===== src/rtl/core/spq_pkg.sv =====
`timescale 1ns / 1ps
`default_nettype none

package spq_pkg;

  // Default number of slots in the store
  localparam int DEF_QUEUE_SLOTS = 16;

  typedef logic [1:0] status_t;

  // Result status codes
  localparam status_t ST_OK    = 2'd0;
  localparam status_t ST_FULL  = 2'd1;
  localparam status_t ST_EMPTY = 2'd2;

  // Request opcodes
  localparam logic OP_INSERT = 1'b0;
  localparam logic OP_REMOVE = 1'b1;

  // Reported on a remove from an empty queue
  localparam logic signed [31:0] EMPTY_VALUE = 32'sh8000_0000;

endpackage

`default_nettype wire


===== src/rtl/core/sorted_priority_queue.sv =====
`timescale 1ns / 1ps
`default_nettype none

// Remove: the tail entry is read while idle, and the result is strobed from S_REM.
// Insert: the free-slot scan and the sorted walk run in S_WORK, then S_LINK1 and S_LINK2
//   write the entry and its links; scan and walk share the cycles, one slot each per cycle.
// Full insert and empty remove answer straight from idle. One request at a time; busy covers it.
// After reset the used flags are cleared one slot per cycle, with busy high until all are clear.
// Results are strobed on done for one cycle; the receiver cannot stall them.
module sorted_priority_queue #(
  parameter int QUEUE_SLOTS = spq_pkg::DEF_QUEUE_SLOTS
) (
  input  wire                    clk,
  input  wire                    rst,
  input  wire                    start,
  output logic                   busy,
  input  wire                    op,
  input  wire signed [31:0]      value,
  output logic                   done,
  output spq_pkg::status_t       status,
  output logic signed [31:0]     removed_value
);
  import spq_pkg::*;

  localparam int SW = (QUEUE_SLOTS > 1) ? $clog2(QUEUE_SLOTS) : 1;
  localparam int IW = $clog2(QUEUE_SLOTS + 1);
  localparam logic [IW-1:0] NULL_IDX = IW'(QUEUE_SLOTS);

  // Sequencer states
  localparam logic [2:0] S_CLR   = 3'd0;
  localparam logic [2:0] S_IDLE  = 3'd1;
  localparam logic [2:0] S_WORK  = 3'd2;
  localparam logic [2:0] S_LINK1 = 3'd3;
  localparam logic [2:0] S_LINK2 = 3'd4;
  localparam logic [2:0] S_REM   = 3'd5;

  logic [2:0]         state;
  logic [IW-1:0]      head_index;
  logic [IW-1:0]      tail_index;
  logic [IW-1:0]      count;
  logic [IW-1:0]      clr_cnt;
  logic signed [31:0] ins_value;

  // Free-slot scan
  logic [IW-1:0]      scan_addr;
  logic               scan_chk;
  logic               scan_done;
  logic [SW-1:0]      free_slot;

  // Sorted walk: new entry goes between prior and after
  logic [IW-1:0]      prior;
  logic [IW-1:0]      after;
  logic               walk_done;
  logic               walk_adv;

  // Slot store
  logic [31:0]        value_mem [QUEUE_SLOTS];
  logic [IW-1:0]      next_mem  [QUEUE_SLOTS];
  logic [IW-1:0]      prev_mem  [QUEUE_SLOTS];
  logic               used_mem  [QUEUE_SLOTS];

  logic [31:0]        val_q;
  logic [IW-1:0]      next_q;
  logic [IW-1:0]      prev_q;
  logic               used_q;

  logic [IW-1:0]      rd_addr;
  logic [IW-1:0]      new_slot;

  logic               val_we;
  logic               nxt_we;
  logic [IW-1:0]      nxt_wa;
  logic [IW-1:0]      nxt_wd;
  logic               prv_we;
  logic [IW-1:0]      prv_wa;
  logic [IW-1:0]      prv_wd;
  logic               use_we;
  logic [IW-1:0]      use_wa;
  logic               use_wd;

  assign busy     = (state != S_IDLE);
  assign new_slot = IW'(free_slot);

  // One walk step: current entry exists and is smaller than the new value
  assign walk_adv = (state == S_WORK) && !walk_done && (after != NULL_IDX) &&
                    ($signed(val_q) < ins_value);

  // Shared read address for value and next links
  always_comb begin
    case (state)
      S_IDLE:  rd_addr = (op == OP_REMOVE) ? tail_index : head_index;
      S_WORK:  rd_addr = walk_adv ? next_q : after;
      default: rd_addr = after;
    endcase
  end

  // Memory write selection
  always_comb begin
    val_we = 1'b0;
    nxt_we = 1'b0;
    nxt_wa = new_slot;
    nxt_wd = after;
    prv_we = 1'b0;
    prv_wa = new_slot;
    prv_wd = prior;
    use_we = 1'b0;
    use_wa = new_slot;
    use_wd = 1'b0;
    case (state)
      S_CLR: begin
        use_we = 1'b1;
        use_wa = clr_cnt;
      end
      S_LINK1: begin
        val_we = 1'b1;
        nxt_we = 1'b1;
        prv_we = 1'b1;
        use_we = 1'b1;
        use_wd = 1'b1;
      end
      S_LINK2: begin
        nxt_we = (prior != NULL_IDX);
        nxt_wa = prior;
        nxt_wd = new_slot;
        prv_we = (after != NULL_IDX);
        prv_wa = after;
        prv_wd = new_slot;
      end
      S_REM: begin
        use_we = 1'b1;
        use_wa = tail_index;
        nxt_we = (prev_q != NULL_IDX);
        nxt_wa = prev_q;
        nxt_wd = NULL_IDX;
      end
      default: ;
    endcase
  end

  // Slot store, registered reads
  always_ff @(posedge clk) begin
    if (val_we) value_mem[new_slot[SW-1:0]] <= ins_value;
    val_q <= value_mem[rd_addr[SW-1:0]];
  end

  always_ff @(posedge clk) begin
    if (nxt_we) next_mem[nxt_wa[SW-1:0]] <= nxt_wd;
    next_q <= next_mem[rd_addr[SW-1:0]];
  end

  always_ff @(posedge clk) begin
    if (prv_we) prev_mem[prv_wa[SW-1:0]] <= prv_wd;
    prev_q <= prev_mem[tail_index[SW-1:0]];
  end

  always_ff @(posedge clk) begin
    if (use_we) used_mem[use_wa[SW-1:0]] <= use_wd;
    used_q <= used_mem[scan_addr[SW-1:0]];
  end

  // Sequencer
  always_ff @(posedge clk) begin
    if (rst) begin
      state      <= S_CLR;
      clr_cnt    <= '0;
      head_index <= NULL_IDX;
      tail_index <= NULL_IDX;
      count      <= '0;
      done       <= 1'b0;
    end else begin
      done <= 1'b0;
      case (state)
        S_CLR: begin
          clr_cnt <= clr_cnt + 1'b1;
          if (clr_cnt == NULL_IDX - 1'b1) state <= S_IDLE;
        end
        S_IDLE: begin
          if (start) begin
            ins_value <= value;
            if (op == OP_REMOVE) begin
              if (tail_index == NULL_IDX) begin
                done          <= 1'b1;
                status        <= ST_EMPTY;
                removed_value <= EMPTY_VALUE;
              end else begin
                state <= S_REM;
              end
            end else if (count == NULL_IDX) begin
              done          <= 1'b1;
              status        <= ST_FULL;
              removed_value <= '0;
            end else begin
              state     <= S_WORK;
              scan_addr <= '0;
              scan_chk  <= 1'b0;
              scan_done <= 1'b0;
              prior     <= NULL_IDX;
              after     <= head_index;
              walk_done <= 1'b0;
            end
          end
        end
        S_WORK: begin
          // free-slot scan, one flag per cycle
          if (!scan_done) begin
            if (scan_chk && !used_q) begin
              scan_done <= 1'b1;
              free_slot <= SW'(scan_addr - 1'b1);
            end else begin
              scan_addr <= scan_addr + 1'b1;
              scan_chk  <= 1'b1;
            end
          end
          // sorted walk, one entry per cycle
          if (!walk_done) begin
            if (walk_adv) begin
              prior <= after;
              after <= next_q;
            end else begin
              walk_done <= 1'b1;
            end
          end
          if (scan_done && walk_done) state <= S_LINK1;
        end
        S_LINK1: state <= S_LINK2;
        S_LINK2: begin
          if (prior == NULL_IDX) head_index <= new_slot;
          if (after == NULL_IDX) tail_index <= new_slot;
          count         <= count + 1'b1;
          done          <= 1'b1;
          status        <= ST_OK;
          removed_value <= '0;
          state         <= S_IDLE;
        end
        S_REM: begin
          if (prev_q == NULL_IDX) begin
            head_index <= NULL_IDX;
            tail_index <= NULL_IDX;
          end else begin
            tail_index <= prev_q;
          end
          count         <= count - 1'b1;
          done          <= 1'b1;
          status        <= ST_OK;
          removed_value <= $signed(val_q);
          state         <= S_IDLE;
        end
        default: state <= S_IDLE;
      endcase
    end
  end

  // Checks
  a_done_idle: assert property (@(posedge clk) disable iff (rst)
    done |-> (state == S_IDLE))
    else $error("result strobe outside idle");

  a_count_range: assert property (@(posedge clk) disable iff (rst)
    count <= NULL_IDX)
    else $error("occupancy above slot count");

  a_ends_agree: assert property (@(posedge clk) disable iff (rst)
    (state == S_IDLE) |-> ((head_index == NULL_IDX) == (tail_index == NULL_IDX)))
    else $error("head and tail disagree on empty");

  a_empty_count: assert property (@(posedge clk) disable iff (rst)
    (state == S_IDLE) |-> ((count == '0) == (head_index == NULL_IDX)))
    else $error("occupancy disagrees with list");

  a_full_report: assert property (@(posedge clk) disable iff (rst)
    (done && status == ST_FULL) |-> (count == NULL_IDX))
    else $error("full reported with free slot");

endmodule

`default_nettype wire


===== config.mk =====
export PLATFORM = sky130hd
export DESIGN_NAME = sorted_priority_queue
export DESIGN_NICKNAME = d
export VERILOG_FILES = /design/src/rtl/core/spq_pkg.sv /design/src/rtl/core/sorted_priority_queue.sv
export SDC_FILE = /design/constraint.sdc
export NUM_CORES = 1
export LEC_CHECK = 0
export ABC_AREA = 1
export BUFFER_PORTS_ARGS = -buffer_cell sky130_fd_sc_hd__buf_2
export CAP_MARGIN = 5
export CORE_ASPECT_RATIO = 1.4
export CORE_MARGIN = 4
export CORE_UTILIZATION = 60
export CTS_BUF_LIST = sky130_fd_sc_hd__clkbuf_8
export CTS_CLUSTER_DIAMETER = 100
export DETAILED_ROUTE_END_ITERATION = 10
export GPL_ROUTABILITY_DRIVEN = 0
export GPL_TIMING_DRIVEN = 0
export PLACE_DENSITY = 0.75
export SLEW_MARGIN = 5
export SYNTH_ARGS = -nofsm -noshare
export SYNTH_HDL_FRONTEND = slang
export SYNTH_SLANG_ARGS = --single-unit

===== constraint.sdc =====
create_clock -name clk -period 4 [get_ports clk]
set_input_delay 0.4 -clock clk [delete_from_list [all_inputs] [get_ports clk]]
set_output_delay 0.4 -clock clk [all_outputs]
set_load 0.03 [all_outputs]

Word level (Yosys, flattened, before mapping)
Memory sizes are Yosys's and may differ from the RTL's. A register that Yosys moved wholly into a read port is not among the register bits.
Cells that the tools add are included.
- add/subtract/negate cells: 5
- $lt $le $gt $ge: 1
- equality and inequality tests: 31
- muxes and demuxes: 78
- bitwise operators: 2
- reduce and logical (&&, ||, !) cells: 25
- operator list (operator ; count):
    2-to-1 mux 32 bit ; 4
    2-to-1 mux 5 bit ; 20
    case mux 32 bit (3 select lines) ; 1
    case mux 5 bit (2 select lines) ; 7
    less-than comparator 32 bit ; 1
    == test 5 bit, second input constant ; 5
    case mux 4 bit (2 select lines) ; 3
    2-to-1 mux 1 bit ; 23
    != test 2 bit, second input constant ; 11
    AND reduction 5 bit ; 4
    2-to-1 mux 3 bit ; 6
    adder 5 x 1 -> 5 bit, second input constant ; 3
    != test 5 bit, second input constant ; 3
    AND reduction 7 bit ; 2
    != test 3 bit, second input constant ; 4
    case mux 3 bit (4 select lines) ; 1
    case mux 1 bit (2 select lines) ; 5
    2-to-1 mux 2 bit ; 4
    2-to-1 mux 4 bit ; 2
    == test 3 x 2 -> 1 bit, second input constant ; 2
    == test 3 bit, second input constant ; 2
    AND reduction 3 bit ; 2
    AND reduction 6 bit ; 1
    nonzero test 2 bit ; 3
    other kinds (17) ; 23
- flip-flop bits (word level): 112
- bits in writable memories: 688
- input port bits: 36
- output and inout bits: 36
- word-level logic and storage cells: 162
- memories kept: 4
- memory list (memory ; depth ; bits a word ; rd ports ; clocked after Yosys merged registers in ; write ports ; line ; text):
    value_mem ; 16 ; 32 ; 1 ; 1 ; 1 ; sorted_priority_queue.sv:57 ; logic [31:0] value_mem [QUEUE_SLOTS];
    next_mem ; 16 ; 5 ; 1 ; 1 ; 1 ; sorted_priority_queue.sv:58 ; logic [IW-1:0] next_mem [QUEUE_SLOTS];
    prev_mem ; 16 ; 5 ; 1 ; 1 ; 1 ; sorted_priority_queue.sv:59 ; logic [IW-1:0] prev_mem [QUEUE_SLOTS];
    used_mem ; 16 ; 1 ; 1 ; 1 ; 1 ; sorted_priority_queue.sv:60 ; logic used_mem [QUEUE_SLOTS];

Logic depth before layout (Yosys ltp)
- word-level depth: 7
- depth in mapped cells: 26
- mapped depth without buffers: 24

Worst setup path before layout
No wires, ideal clock.
- path type: reg-to-reg
- start point: reg state[0]
- end point: reg removed_value[0], enable pin
- arrival time: 2.882 ns
- data required time: 3.568 ns
- path slack: 0.686 ns
- stages on the path, launching flop included: 11
- path buffers: 0
- clock period less this slack: 3.314 ns
- cell sequence: dfxtp_1 -> inv_2 -> nor2_2 -> inv_2 -> nor2_2 -> inv_2 -> nor2_4 -> inv_2 -> nand2_1 -> nand2_1 -> a21oi_1
- longest elaborated chain between the ends: 3
- elaborated cells on any way between the ends: 8
- those cells by class: 6 x eq/ne; 2 x reduce/logical
- RTL lines (what ; line ; text):
    start: declaration ; sorted_priority_queue.sv:37 ; logic [2:0] state;
    start signal: assignment ; sorted_priority_queue.sv:164 ; state <= S_CLR;
    start signal: assignment ; sorted_priority_queue.sv:175 ; if (clr_cnt == NULL_IDX - 1'b1) state <= S_IDLE;
    start signal: assignment ; sorted_priority_queue.sv:186 ; state <= S_REM;
    == test 3 x 1 -> 1 bit / == test 3 bit (equally long branches) ; sorted_priority_queue.sv:172 ; case (state)
    != test 3 bit (no source line) (tied with other cells) ; -- ;
    AND reduction 5 bit (no source line) * ; -- ;
    end signal: assignment ; sorted_priority_queue.sv:245 ; removed_value <= $signed(val_q);
    end: declaration ; sorted_priority_queue.sv:21 ; output logic signed [31:0] removed_value
Mark *: on every way between the ends. The rest lies on a longest branch, timed or not.
A chain may end at the register's enable or synchronous reset.

Worst setup path in the final report
- start point: reg ins_value[31]
- end point: reg next_q[1] (read register of next_mem)
- longest elaborated chain between the ends: 4
- RTL lines (what ; line ; text):
    start: declaration ; sorted_priority_queue.sv:42 ; logic signed [31:0] ins_value;
    start signal: assignment ; sorted_priority_queue.sv:179 ; ins_value <= value;
    less-than comparator 32 bit ; sorted_priority_queue.sv:86 ; ($signed(val_q) < ins_value);
    logical AND 1 bit ; sorted_priority_queue.sv:85 ; assign walk_adv = (state == S_WORK) && !walk_done && (after != NULL_IDX) &&
    2-to-1 mux 5 bit ; -- ;
    case mux 4 bit (2 select lines) ; sorted_priority_queue.sv:90 ; case (state)
    end: declaration ; sorted_priority_queue.sv:63 ; logic [IW-1:0] next_q;
No other way between the ends.

==> metrics.md <==
| Metric | Value |
|---|---|
| GR Util met3 | `0.0696` |
| Total GRT Usage | `0.313` |
| Fmax | `254 MHz` |
| Final Hold Vio Count | `0` |
| Drt drc | `0` |
| Pre-CTS setup slack | `-0.671 ns` |
| Worst-path clk slew | `0.06 ns` |
| Drt wl/cell | `22.7 um` |
| Crit Path Max Fanout | `10` |
| FILL cells | `4231` |
| Power Density | `503 mW/mm^2` |
| WHS | `0.154 ns` |
| Mapped Area | `0.0362 mm^2` |
| First-pass DRT Iterations | `7` |
| H-tree levels | `4` |
| Design area | `0.0414 mm^2` |
| Slowest stage cell, crit path | `edfxtp_1` |
| Post-synthesis cell count | `3351` |
| Share of post-route cells with drive strength above 1 | `0.125` |
| Prevailing post-synth register cell | `edfxtp_1` |
| CTS Root Cell | `clkbuf_8` |
| Placed cell area | `0.0381 mm^2` |
| Detail Route Antenna Nets | `0` |
| Syn Area/Cell | `10.8 um^2` |
| Die height | `298 um` |
| GR peak layer | `met2` |
| Vias/cell | `5.97` |
| CTS tree | `yes` |
| Dpl cells | `4200` |
| Initial Utilization | `0.606` |
| Vias in the first global route | `26600` |
| IO buf count | `71` |
| Slew headroom | `0.138` |
| Crit path top cell by count | `nand2_1` |
| Post-synth EDFFs | `775` |
| Commonest cells after routing, fill and taps aside | `edfxtp_1 (775), nand3_1 (699), nand2_1 (593), inv_1 (540), nor2_1 (173)` |
| Die footprint | `0.0643 mm^2` |
| Startpoint Class | `flip-flop` |
| Sequential area share after synthesis | `0.681` |
| Fin util | `0.694` |
| Worst hold path type | `in -> reg` |
| Crit path DAT | `4.60 ns` |
| Total of max-cap violations | `0` |
| Slew @ Worst Pin | `1.29 ns` |
| Outcome | `finished, final reports clean` |
| Largest net degree at the start of global routing | `27` |
| Final period util | `0.983` |
| Synthesized Nets | `3426` |
| Final Critical Period | `3.93 ns` |
| Clk_skew | `0.0525 ns` |
| Crit end category | `flip-flop` |
| Non-Filler Instances | `4516` |
| Final net count | `3724` |
| Req. time, crit path | `4.66 ns` |
| Most common cell after layout, fill and taps aside | `edfxtp_1` |
| CTS Buffer Depth | `3` |
| Leakage | `17.0 nW` |
| Core Footprint | `0.0597 mm^2` |
| Antenna violations before repair | `2` |
| Worst skew pair latency | `0.80 ns` |
| Die Wd | `215 um` |
| Cell Rows | `106` |
| Area occupied by multi-input gates | `0.00902 mm^2` |
| Synth top area share | `0.644` |
| Tot Pwr | `20.8 mW` |
| WL final | `102000 um` |
| Clock sinks | `842` |
| Number of synthesis warnings | `0` |
| FF+latch count, synth | `842` |
| Final WS setup | `0.0681 ns` |
| Critical Path, Cell by Cell | `buf_12 -> inv_1 -> ha_1 -> nand2_1 -> nor2_1 -> nand2_1 -> inv_1 -> a21oi_1 -> nand2_1 -> nand2_2 -> nand3_4 -> a21oi_1 -> o21ai_1 -> nand2_1 -> o21ai_2 -> inv_1 -> buf_2 -> clkbuf_4 -> nand3_1 -> nand3_1 -> nand2_1` |
| Overflow after GRT | `0` |
| First-pass GRT wire length | `152000 um` |
| I/O Pins | `72` |
| Area contributors post-synth | `edfxtp_1 (64%), nand3_1 (9.7%), nand2_1 (6.2%)` |
| Met2 Use GR | `0.531` |
| Slowest stage delay, CP | `0.41 ns` |
| Asr flop ratio synth | `0` |
| Hpwl dp | `67600 um` |
| Vias | `26900` |
| Inserted Clock Buffers | `131` |
| Reg area | `0.0246 mm^2` |
| Synth unique cells | `45` |
| Critical path type | `reg -> reg` |
| Number of setup violations in the final report | `0` |
| Area grow syn2layout | `14.6%` |
| Final Max Tran Viols | `0` |
| Worst vdd ir | `0.432 mV` |
| Post-synth top area cell | `edfxtp_1` |
| Iteration-0 DRC Markers | `3382` |
| Met1 Usage GRT | `0.350` |
| Final setup TNS | `0 ns` |
critical path, delay by kind of cell, from the launching register on:
family / cells / cell delay (ns)
flops: 1 / 0.41
simple gates: 10 / 1.34
buf+inv: 6 / 1.06
fa+ha+maj: 1 / 0.29
compound gates: 4 / 0.74
power breakdown:
part           total (mW)  switching, mW  internal (mW)  leakage (nW)
registers            9.93          0.161           9.77          7.50
clock network        7.15           3.42           3.73          1.47
logic                3.74           2.65           1.09          8.04
total                20.8           6.23           14.6          17.0
logic make-up (layout without fill, tap and decap cells):
kind of cell    after synthesis  in the layout  synth area share
flops                       842            842             0.681
buf+inv                     687           1094            0.0749
simple gates               1590           1590             0.200
xor+xnor                      4              4          0.000969
fa+ha+maj                    39             39            0.0137
compound gates              189            189            0.0298
other cells                   0              2                 0
registers in the layout, indices dropped and copies added (netlist names), 16 cells and up:
name,flops
removed_value,32
value_mem,512
next_mem,80
val_q,32
used_mem,16
ins_value,32
prev_mem,80
routing by layer:
| layer | part of all wire | wire (um) |
|---|---|---|
| met4 | 0.085 | 8710 |
| met3 | 0.097 | 9940 |
| met1 | 0.33 | 33800 |
| met2 | 0.49 | 50000 |
| met5 | 0 | 0 |
repair_timing:
action | in CTS | in global routing
hold buffers | 34 | 0
cloned | 0 | 0
pin swaps | 0 | 1
hold endpoints to repair | 37 | 0
buffers inserted | 35 | 4
resized for setup | 14 | 35
setup endpoints to repair | 38 | 38
final timing paths:
| path | cells past startpoint | slack (ns) | start | endpoint |
|---|---|---|---|---|
| worst min register to register | 1 | 0.47 | head_index[4] | head_index[4] |
| worst max register to register | 21 | 0.07 | ins_value[31] | next_q[1] |
| worst min-delay path | 3 | 0.15 | start | state[2] |
| worst max-delay path | 21 | 0.07 | ins_value[31] | next_q[1] |
Yosys cell counts (3+ instances only):
cell type	count
edfxtp_1	775
nand3_1	701
nand2_1	596
inv_1	498
nor2_1	191
buf_2	96
o21ai_0	92
nand3b_1	74
dfxtp_1	67
clkbuf_1	66
a21oi_1	42
ha_1	38
o22ai_1	18
buf_1	13
o221ai_1	12
inv_2	9
nor3_1	8
a31oi_1	6
nand4_1	6
a221oi_1	3
buf_4	3
nand2_4	3
o21a_1	3
xor2_1	3
layout make-up:
cell class | instances | area share
clock inverters | 94 | 0.0133
repair buffers | 166 | 0.0354
multi-input cells | 1822 | 0.218
flip-flops and latches | 842 | 0.594
clock buffers | 148 | 0.0492
inverters | 509 | 0.0462
well taps | 756 | 0.0228
plain buffers | 177 | 0.0211
diodes | 2 | 0.000121
Power figures use the tool's default switching activity.
